## src/hw/rtl/wsm_pkg.sv

```systemverilog
// Shared types and constants for the windowed sparsity monitor.
// Holds the word structs, the controller command/status structs and the reset values.
// No dependencies.
`timescale 1ns / 1ps

package wsm_pkg;

    // Field widths fixed by the register map and the word formats.
    localparam int ACT_W  = 16;
    localparam int Q_W    = 24;
    localparam int ACC_W  = 37;
    localparam int RT_W   = 35;
    localparam int NEUR_W = 21;
    localparam int WIN_W  = 11;
    localparam int INIT_W = 17;

    // Configuration port.
    localparam int CFG_IDX_W  = 3;
    localparam int CFG_DATA_W = 21;

    localparam logic [CFG_IDX_W-1:0] REG_COUNT_MODE    = 3'd0;
    localparam logic [CFG_IDX_W-1:0] REG_TOTAL_NEURONS = 3'd1;
    localparam logic [CFG_IDX_W-1:0] REG_WINDOW_LEN    = 3'd2;
    localparam logic [CFG_IDX_W-1:0] REG_INIT_VALUE    = 3'd3;

    // Register reset values.
    localparam logic              RST_COUNT_MODE    = 1'b1;
    localparam logic [NEUR_W-1:0] RST_TOTAL_NEURONS = 21'd1;
    localparam int                RST_WINDOW_LEN    = 1000;
    localparam int                RST_INIT_VALUE    = 655;

    // Default sizes handed down from the top level.
    localparam int RING_DEPTH_DEF  = 1024;
    localparam int MAX_NEURONS_DEF = 1048576;

    // Shared divider: rounded numerator and doubled divisor.
    localparam int DIV_NUM_W = 54;
    localparam int DIV_DEN_W = NEUR_W + 1;
    localparam int DIV_CNT_W = $clog2(DIV_NUM_W + 1);

    // Input and result words.
    typedef struct packed {
        logic signed [ACT_W-1:0] activation;
        logic                    last_in_frame;
    } wsm_in_t;

    typedef struct packed {
        logic signed [Q_W-1:0] frame_value;
        logic signed [Q_W-1:0] window_mean;
    } wsm_out_t;

    // Controller to datapath commands.
    typedef struct packed {
        logic acc_en;
        logic acc_clr;
        logic fv_start;
        logic fv_load;
        logic ring_rd;
        logic ring_upd;
        logic wm_start;
        logic wm_load;
        logic out_load;
    } wsm_cmd_t;

    // Datapath to controller status.
    typedef struct packed {
        logic item_last;
        logic div_done;
        logic out_free;
    } wsm_sts_t;

    // Controller states.
    typedef enum logic [7:0] {
        S_IDLE     = 8'b0000_0001,
        S_FV_GO    = 8'b0000_0010,
        S_FV_WAIT  = 8'b0000_0100,
        S_RING_RD  = 8'b0000_1000,
        S_RING_UPD = 8'b0001_0000,
        S_WM_GO    = 8'b0010_0000,
        S_WM_WAIT  = 8'b0100_0000,
        S_EMIT     = 8'b1000_0000
    } wsm_state_t;

endpackage

```

## src/hw/rtl/wsm_ctrl.sv

```systemverilog
// Controller state machine: accepts words, sequences the two divisions and the
// ring update at frame end, and hands the result word to the output register.
// Depends on wsm_pkg.
`timescale 1ns / 1ps

module wsm_ctrl (
    input  logic              clk,
    input  logic              rst_n,
    input  logic              item_valid,
    output logic              item_ready,
    input  logic              cfg_write,
    input  wsm_pkg::wsm_sts_t sts,
    output wsm_pkg::wsm_cmd_t cmd
);
    import wsm_pkg::*;

    wsm_state_t state_reg;
    wsm_state_t state_next;
    logic       item_fire;

    // A word is taken only in idle and never alongside a register write.
    assign item_ready = (state_reg == S_IDLE) && !cfg_write;
    assign item_fire  = item_valid && item_ready;

    // Next state and commands.
    always_comb
    begin
        state_next = state_reg;
        cmd        = '0;
        case (state_reg)
            S_IDLE:
            begin
                cmd.acc_en = item_fire;
                if (item_fire && sts.item_last)
                    state_next = S_FV_GO;
            end
            S_FV_GO:
            begin
                cmd.fv_start = 1'b1;
                state_next   = S_FV_WAIT;
            end
            S_FV_WAIT:
            begin
                if (sts.div_done)
                begin
                    cmd.fv_load = 1'b1;
                    state_next  = S_RING_RD;
                end
            end
            S_RING_RD:
            begin
                cmd.ring_rd = 1'b1;
                cmd.acc_clr = 1'b1;
                state_next  = S_RING_UPD;
            end
            S_RING_UPD:
            begin
                cmd.ring_upd = 1'b1;
                state_next   = S_WM_GO;
            end
            S_WM_GO:
            begin
                cmd.wm_start = 1'b1;
                state_next   = S_WM_WAIT;
            end
            S_WM_WAIT:
            begin
                if (sts.div_done)
                begin
                    cmd.wm_load = 1'b1;
                    state_next  = S_EMIT;
                end
            end
            S_EMIT:
            begin
                if (sts.out_free)
                begin
                    cmd.out_load = 1'b1;
                    state_next   = S_IDLE;
                end
            end
            default:
            begin
                state_next = S_IDLE;
            end
        endcase
    end

    // State register.
    always_ff @(posedge clk or negedge rst_n)
    begin
        if (!rst_n)
            state_reg <= S_IDLE;
        else
            state_reg <= state_next;
    end

endmodule

```

## config.mk

```make
export PLATFORM = sky130hd
export DESIGN_NAME = wsm_ctrl
export DESIGN_NICKNAME = d
export VERILOG_FILES = /design/src/hw/rtl/wsm_pkg.sv /design/src/hw/rtl/wsm_ctrl.sv
export SDC_FILE = /design/constraint.sdc
export NUM_CORES = 1
export LEC_CHECK = 0
export BUFFER_PORTS_ARGS = -buffer_cell sky130_fd_sc_hd__buf_2
export CORE_ASPECT_RATIO = 1.25
export CORE_UTILIZATION = 28
export DETAILED_ROUTE_END_ITERATION = 12
export RECOVER_POWER = 100
export SETUP_SLACK_MARGIN = 0.02
export SLEW_MARGIN = 20
export SYNTH_ARGS = -nofsm -noshare
export SYNTH_HDL_FRONTEND = slang
export SYNTH_SLANG_ARGS = --single-unit
```

## constraint.sdc

```tcl
create_clock -name clk -period 1.9 [get_ports clk]
set_input_delay 0.38 -clock clk [delete_from_list [all_inputs] [get_ports clk]]
set_output_delay 0.38 -clock clk [all_outputs]
set_load 0.01 [all_outputs]
```

Yosys cells after proc, flatten, opt, wreduce, memory -nomap -nowiden
Index checks and enable logic that the tools add are counted.

Bits in read-only memories: 0. RAM bits: 0. Output and inout bits: 10. Bits in registers: 8. Memories kept: 0. Latch bits: 0.

Reduce and logical (&&, ||, !) cells: 5. Equality and inequality tests: 12. Shift operators: 0. Multiply operators: 0. Add/sub/neg operators: 0. Mux-type cells: 15. Div/mod/pow operators: 0. $lt $le $gt $ge: 0. Bitwise operators: 0.

Operator list (number): 8-bit case mux with 8 select lines (1); 8-bit 2-to-1 mux (4); 1-bit 2-to-1 mux (10); 8-bit by 1-bit equality test with 1-bit output (second input constant) (1); 8-bit by 2-bit equality test with 1-bit output (second input constant) (1); 8-bit by 3-bit equality test with 1-bit output (second input constant) (1); 8-bit by 4-bit equality test with 1-bit output (second input constant) (1); 8-bit by 5-bit equality test with 1-bit output (second input constant) (1); 8-bit by 6-bit equality test with 1-bit output (second input constant) (1); 8-bit by 7-bit equality test with 1-bit output (second input constant) (1); 8-bit equality test (second input constant) (1); 2-bit inequality test (second input constant) (3); 4-bit AND reduction (1); 1-bit logical AND (3); 2-bit by 1-bit inequality test with 1-bit output (second input constant) (1); 1-bit logical NOT (1).

Depth between registers and ports, before layout
Gate-level depths: netlist of run 1.

Depth in word-level cells: 6. Mapped depth: 4. Mapped depth without buffers: 4.

Least setup slack after synthesis of run 1
OpenSTA, ideal clock, no wires.

Path kind: register -> output. Start point: register state_reg[5]. End point: output cmd[8] in the netlist's numbering. Slack: 0.131 ns. Arrival: 1.389 ns. Buffers on the path: 0. Stages on the path, launching flop included: 5. Data required time: 1.520 ns. Cell sequence: dfrtp_1 > nor3_1 > nand3b_1 > nor4b_2 > and2_1.

RTL lines: start, declared (RTL line wsm_ctrl.sv:17) `wsm_state_t state_reg;`; start signal, assigned (RTL line wsm_ctrl.sv:95) `state_reg <= state_next;`; end, declared (RTL line wsm_ctrl.sv:13) `output wsm_pkg::wsm_cmd_t cmd`.

==> results.py, run 1 <==
metrics = {
    "outcome": {
        "status": "finished, violations left",
        "violations": "setup timing",
    },
    "worst_setup_path": {
        "crit_fanout": 2,
        "cp-startpoint": "state_reg[4]",
        "crit_type": "flop to primary output",
        "regToRegStartpoint": "state_reg[6]",
        "end_kind": "primary output",
        "start_kind": "flop",
        "critPathArrivalTime_ps": 1590,
        "crit_required_ps": 1520,
    },
    "flow_run": {
        "cap_viol_max_count": 0,
    },
    "grt": {
        "grtUsageMet2": 0.234,
        "use_met3": 0.0405,
        "grt_use_total": 0.146,
        "grt_pass1_wl_um": 1900,
        "grt_pass1_vias": 449,
        "grt_max_degree": 9,
        "antenna_found_initial": 0,
        "grt-busiest-layer": "met2",
        "met1_usage": 0.160,
        "globalRouteOverflowTotal": 0,
    },
    "clocking": {
        "cts_tree": "yes",
        "cts_max_level": 1,
        "cts_buffers": 3,
        "clk_pin_slew_ps": 60,
        "insertion_delay_ps": 250,
        "root_buffer": "clkbuf_4",
        "cts_max_path_buffers": 2,
        "clkSinkCount": 8,
    },
    "synthesis": {
        "synth_seq_cells": 8,
        "synth_edf_count": 0,
        "ys_seq_area_frac": 0.396,
        "syn_area_sq_um": 509,
        "synth_cells": 54,
        "synth_area_leaders": "dfrtp_1 34%, nor3b_1 7.4%, nand3b_1 5.9%, dfstp_2 5.2%, nor2_1 5.2%",
        "ys_async_sr_fraction": 1.00,
        "synth_top_area_cell": "dfrtp_1",
        "yosys.area.top_type_share": 0.344,
        "synth_flop_cell": "dfrtp_1",
        "synth_cell_types": 27,
        "yosysWarningCount": 0,
        "syn_nets": 61,
        "avgSynthCellArea_sq_um": 9.43,
        "netlist_top_cells_count": "7 x dfrtp_1, 7 x nor2_1, 5 x nor3b_1",
    },
    "timing": {
        "timing.final.ws_setup_ps": -72.9,
        "period_share": 1.04,
        "hold_viol": 0,
        "slew_violations": 0,
        "slew-limit-headroom": 0.700,
        "tightestPinTransition_ps": 451,
        "finalSetupViolCount": 5,
        "max_freq_ghz": 0.507,
        "setup_tns_ps": -209,
        "rsz0062_at_grt": "true",
        "clock_skew_ps": 0.497,
        "min_period_ps": 1970,
    },
    "finish": {
        "final_nets": 93,
        "diodes": 0,
        "largest_reg_flops": 8,
        "final_area_sq_um": 808,
        "syn_to_final_growth_pct": 58.7,
        "layout-drive-gt1-share": 0.565,
    },
    "route": {
        "vias_per_cell": 5.19,
        "via_count": 535,
        "dr.pass1.iters": 4,
        "ant_nets": 0,
        "drt_iter0_drc": 7,
        "wl_per_cell_um": 13.3,
        "wirelength_um": 1380,
        "drcViolationCount": 0,
    },
    "power": {
        "total_power_w": 0.000651,
        "irDropWorstVdd_mv": 0.539,
        "power_density_nw_per_um2": 805,
        "p_leak_nw": 0.398,
    },
    "floorplan": {
        "start_util": 0.310,
        "die_h_um": 49.7,
        "coreArea_sq_um": 1640,
        "die_area_sq_um": 1990,
        "io_pins": 17,
        "rows": 16,
        "die_w_um": 40.1,
    },
    "placed_design": {
        "post_dp_cell_area_sq_um": 649,
        "io_buffers": 16,
        "hpwl_um": 891,
        "gp_congestion": 0.710,
        "preCtsSetupSlack_ps": 49.6,
    },
    "hold_path": {
        "min_from": "item_valid",
        "min_path_type": "input port to flop",
    },
}
-- routing by layer --
layer | vias up | wire length (um)
li1 | 264 | -
met2 | 14 | 732
met4 | 0 | 12
met3 | 2 | 63
met1 | 255 | 566
met5 | - | 0
-- power breakdown --
group          internal, W  switching [W]  total, W
Combinational     0.000140       0.000134  0.000274
Sequential        0.000195      0.0000400  0.000235
Clock            0.0000806      0.0000616  0.000142
Total             0.000415       0.000236  0.000651
-- cells by family (layout without fill, tap and decap cells) --
| family | after synthesis | after routing | share of synthesized area |
|---|---|---|---|
| flip-flops | 8 | 8 | 0.396 |
| adder cells (fa/ha/maj) | 1 | 1 | 0.0221 |
| AND/OR/NAND/NOR | 33 | 33 | 0.415 |
| buffers and inverters | 4 | 35 | 0.0442 |
| AO/OA/AOI/OAI | 8 | 8 | 0.123 |
-- final cells by class --
| cell class | count | area (sq um) |
|---|---|---|
| flip-flops and latches | 8 | 203 |
| well taps | 18 | 22.5 |
| repair buffers | 29 | 186 |
| fillers | 170 | 833 |
| inverters | 2 | 7.51 |
| clock buffers | 4 | 26.3 |
| multi-input cells | 42 | 363 |
-- worst paths after layout --
check / end / slack (ps) / depth (start not counted)
worst max register to register: state_reg[0] / 80 / 6
min in group asynchronous: state_reg[1] / 590 / 2
worst min-delay path: state_reg[1] / 380 / 2
max in group asynchronous: state_reg[0] / 970 / 2
worst min register to register: state_reg[5] / 640 / 2
worst max-delay path: cmd[6] / -70 / 6
-- worst max-delay path, cell delays in order, from the launching register on --
cell      delay, ps
dfrtp_1         390
nor3_2          230
nand3b_1        170
buf_4           170
buf_6           110
nor3_4          120
buf_2           150
-- through the flow --
step,utilization,cells,hold slack (ps)
after floorplan,-,54,84.4
final,0.492,103,380
after global routing,0.492,103,371
after detailed placement,0.396,93,233
after CTS,0.460,102,374
after global placement,0.396,93,235
-- timing repair --
| item | in CTS | in global routing |
|---|---|---|
| pin swaps | 6 | 1 |
| endpoints found under the setup margin | 8 | 10 |
| gates resized for setup | 9 | 10 |
| hold buffers | 1 | 0 |
| endpoints found under the hold margin | 7 | 0 |
| buffers inserted | 4 | 1 |
-- cell usage in the layout (no fill, tap or decap), drive strengths merged --
master       count
nor4             1
a311oi           1
nor4b            2
clkbuf           5
and2             1
nor2             7
or3b             1
o211a            1
dlygate4sd3      1
o21ai            2
nor3             2
dfstp            1
nand3            1
or3              2
or2              1
inv              2
nor3b            5
o2bb2a           1
nand3b           4
a31o             1
a21oi            1
dfrtp            7
buf             27
maj3             1
and3             3
a211o            1
nand2            3
Note: power is estimated with default switching activity, not from simulation.
==> run 2, diff against run 1 <==
--- a/config.mk
+++ b/config.mk
@@ -5,11 +5,12 @@
 export SDC_FILE = /design/constraint.sdc
 export NUM_CORES = 1
 export LEC_CHECK = 0
+export ABC_AREA = 1
 export BUFFER_PORTS_ARGS = -buffer_cell sky130_fd_sc_hd__buf_2
 export CORE_ASPECT_RATIO = 1.25
 export CORE_UTILIZATION = 28
+export CTS_CLUSTER_SIZE = 14
 export DETAILED_ROUTE_END_ITERATION = 12
-export RECOVER_POWER = 100
 export SETUP_SLACK_MARGIN = 0.02
 export SLEW_MARGIN = 20
 export SYNTH_ARGS = -nofsm -noshare
==> run 2 against run 1 <==
Compared with the run above:
- the flow now finishes without violations
- combinational power fell by 31%
- critical path type unchanged
- clock skew rose by 11 ps
- synthesized cell count increased by 56%
- first-iteration DRC count decreased by 29%
- non-clock buffer count is 10 lower
- worst setup slack better by 210 ps
- global-route usage decreased by 4.1 points
- die area rose by 14%
==> results.py, run 2 <==
metrics = {
    "timing": {
        "clock_skew_ps": 11.2,
        "min_period_ps": 1770,
        "setup_tns_ps": 0,
        "max_freq_ghz": 0.567,
        "period_share": 0.929,
        "timing.final.ws_setup_ps": 135,
        "tightestPinTransition_ps": 367,
        "rsz0062_at_grt": "false",
        "hold_viol": 0,
        "finalSetupViolCount": 0,
        "slew_violations": 0,
        "slew-limit-headroom": 0.753,
    },
    "finish": {
        "mostFrequentLayoutCell": "buf_2",
        "diodes": 0,
        "layout_common_cells": "16 x buf_2, 15 x nand2_1, 15 x nor2_1",
        "largest_reg_flops": 8,
        "fill_cells": 227,
        "ff_latch_area_sq_um": 201,
        "final_util": 0.367,
        "layout-drive-gt1-share": 0.438,
        "multi_input_area_sq_um": 295,
        "syn_to_final_growth_pct": 24.6,
        "final_nets": 113,
    },
    "outcome": {
        "status": "finished, final reports clean",
    },
    "synthesis": {
        "synth_edf_count": 0,
        "syn_area_sq_um": 584,
        "ys_async_sr_fraction": 1.00,
        "ys_seq_area_frac": 0.345,
        "synth_cells": 84,
        "synth_top_area_cell": "dfrtp_1",
        "synth_area_leaders": "dfrtp_1 30%, nor2_1 10%, nand2_1 9.6%, inv_1 7.7%, nand2_4 7.7%",
        "yosys.area.top_type_share": 0.300,
        "synth_flop_cell": "dfrtp_1",
        "synth_seq_cells": 8,
        "yosysMostFrequentCell": "nor2_1",
        "yosysWarningCount": 0,
        "syn_nets": 91,
        "netlist_top_cells_count": "16 x nor2_1, 15 x nand2_1, 12 x inv_1",
        "avgSynthCellArea_sq_um": 6.96,
        "synth_cell_types": 18,
    },
    "worst_setup_path": {
        "crit_required_ps": 1520,
        "start_kind": "flop",
        "path_depth": 5,
        "crit_chain": "nand3_1 -> nor2_2 -> inv_1 -> nor3_1 -> buf_2",
        "worst-r2r-cell-count": 6,
        "crit_path_top_delay_cell": "dfstp_2",
        "critPathArrivalTime_ps": 1390,
        "crit_fanout": 3,
        "crit_type": "flop to primary output",
        "crit_path_max_incr_delay_ps": 530,
        "path_buf_inv": 2,
        "end_kind": "primary output",
        "crit_family": "flip-flops",
    },
    "floorplan": {
        "start_util": 0.295,
        "die_area_sq_um": 2270,
        "io_pins": 17,
        "rows": 18,
        "coreArea_sq_um": 1980,
        "die_h_um": 53.1,
        "die_w_um": 42.9,
    },
    "route": {
        "dr_wl_met3_um": 58,
        "wirelength_um": 1090,
        "via_count": 549,
        "drt_iter0_drc": 5,
        "dr.pass1.iters": 4,
        "vias_per_cell": 4.39,
        "wl_per_cell_um": 8.74,
        "highest_layer": "met4",
        "dr_wl_met2_um": 531,
        "ant_nets": 0,
        "wl_met1_um": 474,
        "drcViolationCount": 0,
    },
    "power": {
        "seqPwrFrac": 0.379,
        "clockPowerShare": 0.261,
        "power_density_nw_per_um2": 720,
        "switchingPower_w": 0.000176,
        "p_leak_nw": 0.464,
        "total_power_w": 0.000525,
        "power_frac_comb": 0.359,
        "irDropWorstVdd_mv": 0.423,
        "p_sw_frac": 0.336,
        "internal_power_w": 0.000348,
    },
    "clocking": {
        "clkSinkCount": 8,
        "cts_max_path_buffers": 2,
        "insertion_delay_ps": 260,
        "root_buffer": "clkbuf_4",
        "cts_buffers": 3,
        "cts_tree": "yes",
        "cts_max_level": 1,
        "clk_pin_slew_ps": 50,
    },
    "grt": {
        "grt_pass1_vias": 460,
        "grt_pass1_wl_um": 1750,
        "antenna_found_initial": 0,
        "globalRouteOverflowTotal": 0,
        "grt_max_degree": 9,
        "grt_use_total": 0.105,
    },
    "placed_design": {
        "hpwl_um": 974,
        "gp_congestion": 0.724,
        "preCtsSetupSlack_ps": 350,
        "io_buffers": 16,
    },
    "hold_path": {
        "hold_depth": 2,
        "min_path_type": "input port to flop",
    },
    "flow_run": {
        "cap_viol_max_count": 0,
    },
}
[run 2: repair_timing]
action	CTS	global route
setup buffers	0	2
endpoints found under the hold margin	7	0
gates resized for setup	0	1
hold buffers	1	0
endpoints found under the setup margin	0	1
[run 2: through the flow]
step,hold WS [ps],area (sq um),instances
after global routing,330,728,125
final,336,728,125
after CTS,331,711,123
after detailed placement,232,674,118
after floorplan,84.4,584,84
after global placement,233,674,118
[run 2: cell type report]
| cell class | instances | share of cell area |
|---|---|---|
| Multi-Input combinational cell | 54 | 0.405 |
| Sequential cell | 8 | 0.277 |
| Timing Repair Buffer | 19 | 0.144 |
| Inverter | 20 | 0.103 |
| Clock buffer | 4 | 0.0361 |
| Tap cell | 20 | 0.0344 |
[run 2: power groups by stage]
stage	clock network (W)	registers (W)	logic, W
after CTS	0.000142	0.000199	0.000171
after global placement	0	0.000201	0.000167
after floorplan	0	0.000201	0.000129
final	0.000137	0.000199	0.000189
after detailed placement	0	0.000202	0.000168
after global routing	0.000157	0.000201	0.000206
[run 2: final timing paths]
check | from | to | slack, ps
min in group asynchronous | rst_n | state_reg[5] | 480
setup / recovery | state_reg[0] | cmd[8] | 130
hold reg to reg | state_reg[0] | state_reg[0] | 670
max in group asynchronous | rst_n | state_reg[0] | 1170
setup reg to reg | state_reg[4] | state_reg[7] | 710
hold / removal | cfg_write | state_reg[1] | 340
[run 2: logic make-up after synthesis]
logic type,Yosys count,share of synthesized area
compound gates,4,0.0450
buf+inv,22,0.154
flops,8,0.345
simple gates,50,0.456
[run 2: routing by layer]
layer  GRT usage  vias to the layer above
met5           0                        -
met4      0.0781                        0
met3      0.0102                        3
met2       0.184                       17
met1       0.115                      240
li1            -                      289
[run 2: worst register-to-register path, delay by kind of cell, from the launching register on]
family / cells / cell delay, ps
flops: 1 / 400
simple gates: 5 / 600
buf+inv: 1 / 90
==> run 3, diff against run 2 <==
--- a/config.mk
+++ b/config.mk
@@ -8,6 +8,7 @@
 export ABC_AREA = 1
 export BUFFER_PORTS_ARGS = -buffer_cell sky130_fd_sc_hd__buf_2
 export CORE_ASPECT_RATIO = 1.25
+export CORE_MARGIN = 2
 export CORE_UTILIZATION = 28
 export CTS_CLUSTER_SIZE = 14
 export DETAILED_ROUTE_END_ITERATION = 12
==> run 3 against run 2 <==
Compared with the run above:
- die area is 8.6% higher
- final area is 1.4% lower
- sequential power hardly changed
- critical endpoint unchanged
- highest routed layer unchanged
==> results.py, run 3 (same netlist as run 2, synthesis figures left out) <==
metrics = {
    "outcome": {
        "status": "finished, final reports clean",
    },
    "timing": {
        "hold_viol": 0,
        "period_share": 0.905,
        "finalSetupViolCount": 0,
        "timing.final.ws_setup_ps": 181,
        "clock_skew_ps": 5.82,
        "min_period_ps": 1720,
        "slew-limit-headroom": 0.762,
        "tightestPinTransition_ps": 354,
        "setup_tns_ps": 0,
        "max_freq_ghz": 0.582,
        "slew_violations": 0,
        "whs_ps": 341,
        "rsz0062_at_grt": "false",
    },
    "route": {
        "wl_per_cell_um": 8.72,
        "drt_iter0_drc": 14,
        "vias_per_cell": 4.33,
        "via_count": 533,
        "drcViolationCount": 0,
        "dr.pass1.iters": 4,
        "wirelength_um": 1070,
        "ant_nets": 0,
    },
    "floorplan": {
        "io_pins": 17,
        "die_h_um": 55.1,
        "coreArea_sq_um": 1980,
        "die_area_sq_um": 2470,
        "die_w_um": 44.9,
        "rows": 18,
        "start_util": 0.295,
    },
    "hold_path": {
        "min_from": "cfg_write",
        "min_path_type": "input port to flop",
        "hold_depth": 2,
        "min_to": "state_reg[1]",
    },
    "worst_setup_path": {
        "crit_family": "flip-flops",
        "start_kind": "flop",
        "crit_path_top_delay_cell": "dfstp_2",
        "crit_type": "flop to primary output",
        "regToRegStartpoint": "state_reg[4]",
        "critPathArrivalTime_ps": 1340,
        "crit_chain": "nand3_1 -> nor2_2 -> inv_2 -> nor3_2 -> buf_2",
        "path_buf_inv": 2,
        "crit_path_max_incr_delay_ps": 530,
        "crit_fanout": 3,
        "timing.rr.end": "state_reg[7]",
        "crit_required_ps": 1520,
        "ff2ff_setup_slack_ps": 700,
        "end_kind": "primary output",
        "worst-r2r-cell-count": 6,
    },
    "power": {
        "p_leak_nw": 0.453,
        "power_density_nw_per_um2": 714,
        "irDropWorstVdd_mv": 0.362,
        "total_power_w": 0.000513,
    },
    "placed_design": {
        "io_buffers": 16,
        "preCtsSetupSlack_ps": 376,
        "gp_congestion": 0.726,
        "hpwl_um": 971,
    },
    "clocking": {
        "cts_max_level": 1,
        "cts_max_path_buffers": 2,
        "cts_buffers": 3,
        "insertion_delay_ps": 250,
        "root_buffer": "clkbuf_4",
        "cts_setup_buffers": 0,
        "cts_tree": "yes",
        "clkSinkCount": 8,
        "clk_pin_slew_ps": 50,
    },
    "grt": {
        "antenna_found_initial": 0,
        "grt_max_degree": 9,
        "globalRouteOverflowTotal": 0,
        "grt_pass1_wl_um": 1990,
        "grt_use_total": 0.113,
        "grt_pass1_vias": 494,
    },
    "finish": {
        "final_nets": 111,
        "mostFrequentLayoutCell": "buf_2",
        "layout-drive-gt1-share": 0.447,
        "fill_cells": 216,
        "largest_reg_flops": 8,
        "syn_to_final_growth_pct": 22.9,
        "layout_common_cells": "16 x buf_2, 15 x nand2_1, 15 x nor2_1",
        "diodes": 0,
    },
    "flow_run": {
        "cap_viol_max_count": 0,
    },
}
-- run 3: cell types whose count changed in the layout (fill, tap and decap cells not counted) --
cell / delta
buf_4: -2
inv_1: -1
inv_2: +1
nor3_1: -1
nor3_2: +1
-- run 3: cell type report --
type | count | area (sq um) | share of cell area
multi-input cells | 54 | 300 | 0.418
well taps | 20 | 25.0 | 0.0348
inverters | 20 | 75.1 | 0.105
clock buffers | 4 | 26.3 | 0.0366
flip-flops and latches | 8 | 201 | 0.280
repair buffers | 17 | 90.1 | 0.125
-- run 3: how the worst max path moves through the flow --
stage / from / end / depth (start not counted)
after global placement: state_reg[6] / cmd[8] / 6
final: state_reg[0] / cmd[8] / 5
after global routing: state_reg[2] / cmd[8] / 6
after detailed placement: state_reg[6] / cmd[8] / 6
after floorplan: state_reg[0] / cmd[8] / 4
after CTS: state_reg[6] / cmd[8] / 6
-- run 3: metrics by stage --
step                 util  std cells  cell area [sq um]
finish              0.362        123                718
CTS                 0.359        123                711
global route        0.362        123                718
floorplan               -         84                584
global placement    0.340        118                674
detailed placement  0.340        118                674
-- run 3: layer usage --
| metal | share of wire | vias up | global-route usage |
|---|---|---|---|
| li1 | - | 285 | - |
| met1 | 0.41 | 231 | 0.113 |
| met2 | 0.51 | 15 | 0.210 |
| met3 | 0.062 | 2 | 0.0227 |
| met4 | 0.011 | 0 | 0.0735 |
| met5 | 0 | - | 0 |
-- run 3: what timing repair did --
item / in CTS / in global routing
hold buffers: 1 / 0
gates resized for setup: 0 / 3
endpoints found under the hold margin: 7 / 0
setup endpoints to repair: 0 / 1
-- run 3: report_power, final --
| part | switching, W | internal, W |
|---|---|---|
| clock network | 0.0000538 | 0.0000801 |
| registers | 0.00000895 | 0.000190 |
| logic | 0.000113 | 0.0000667 |
| total | 0.000176 | 0.000337 |
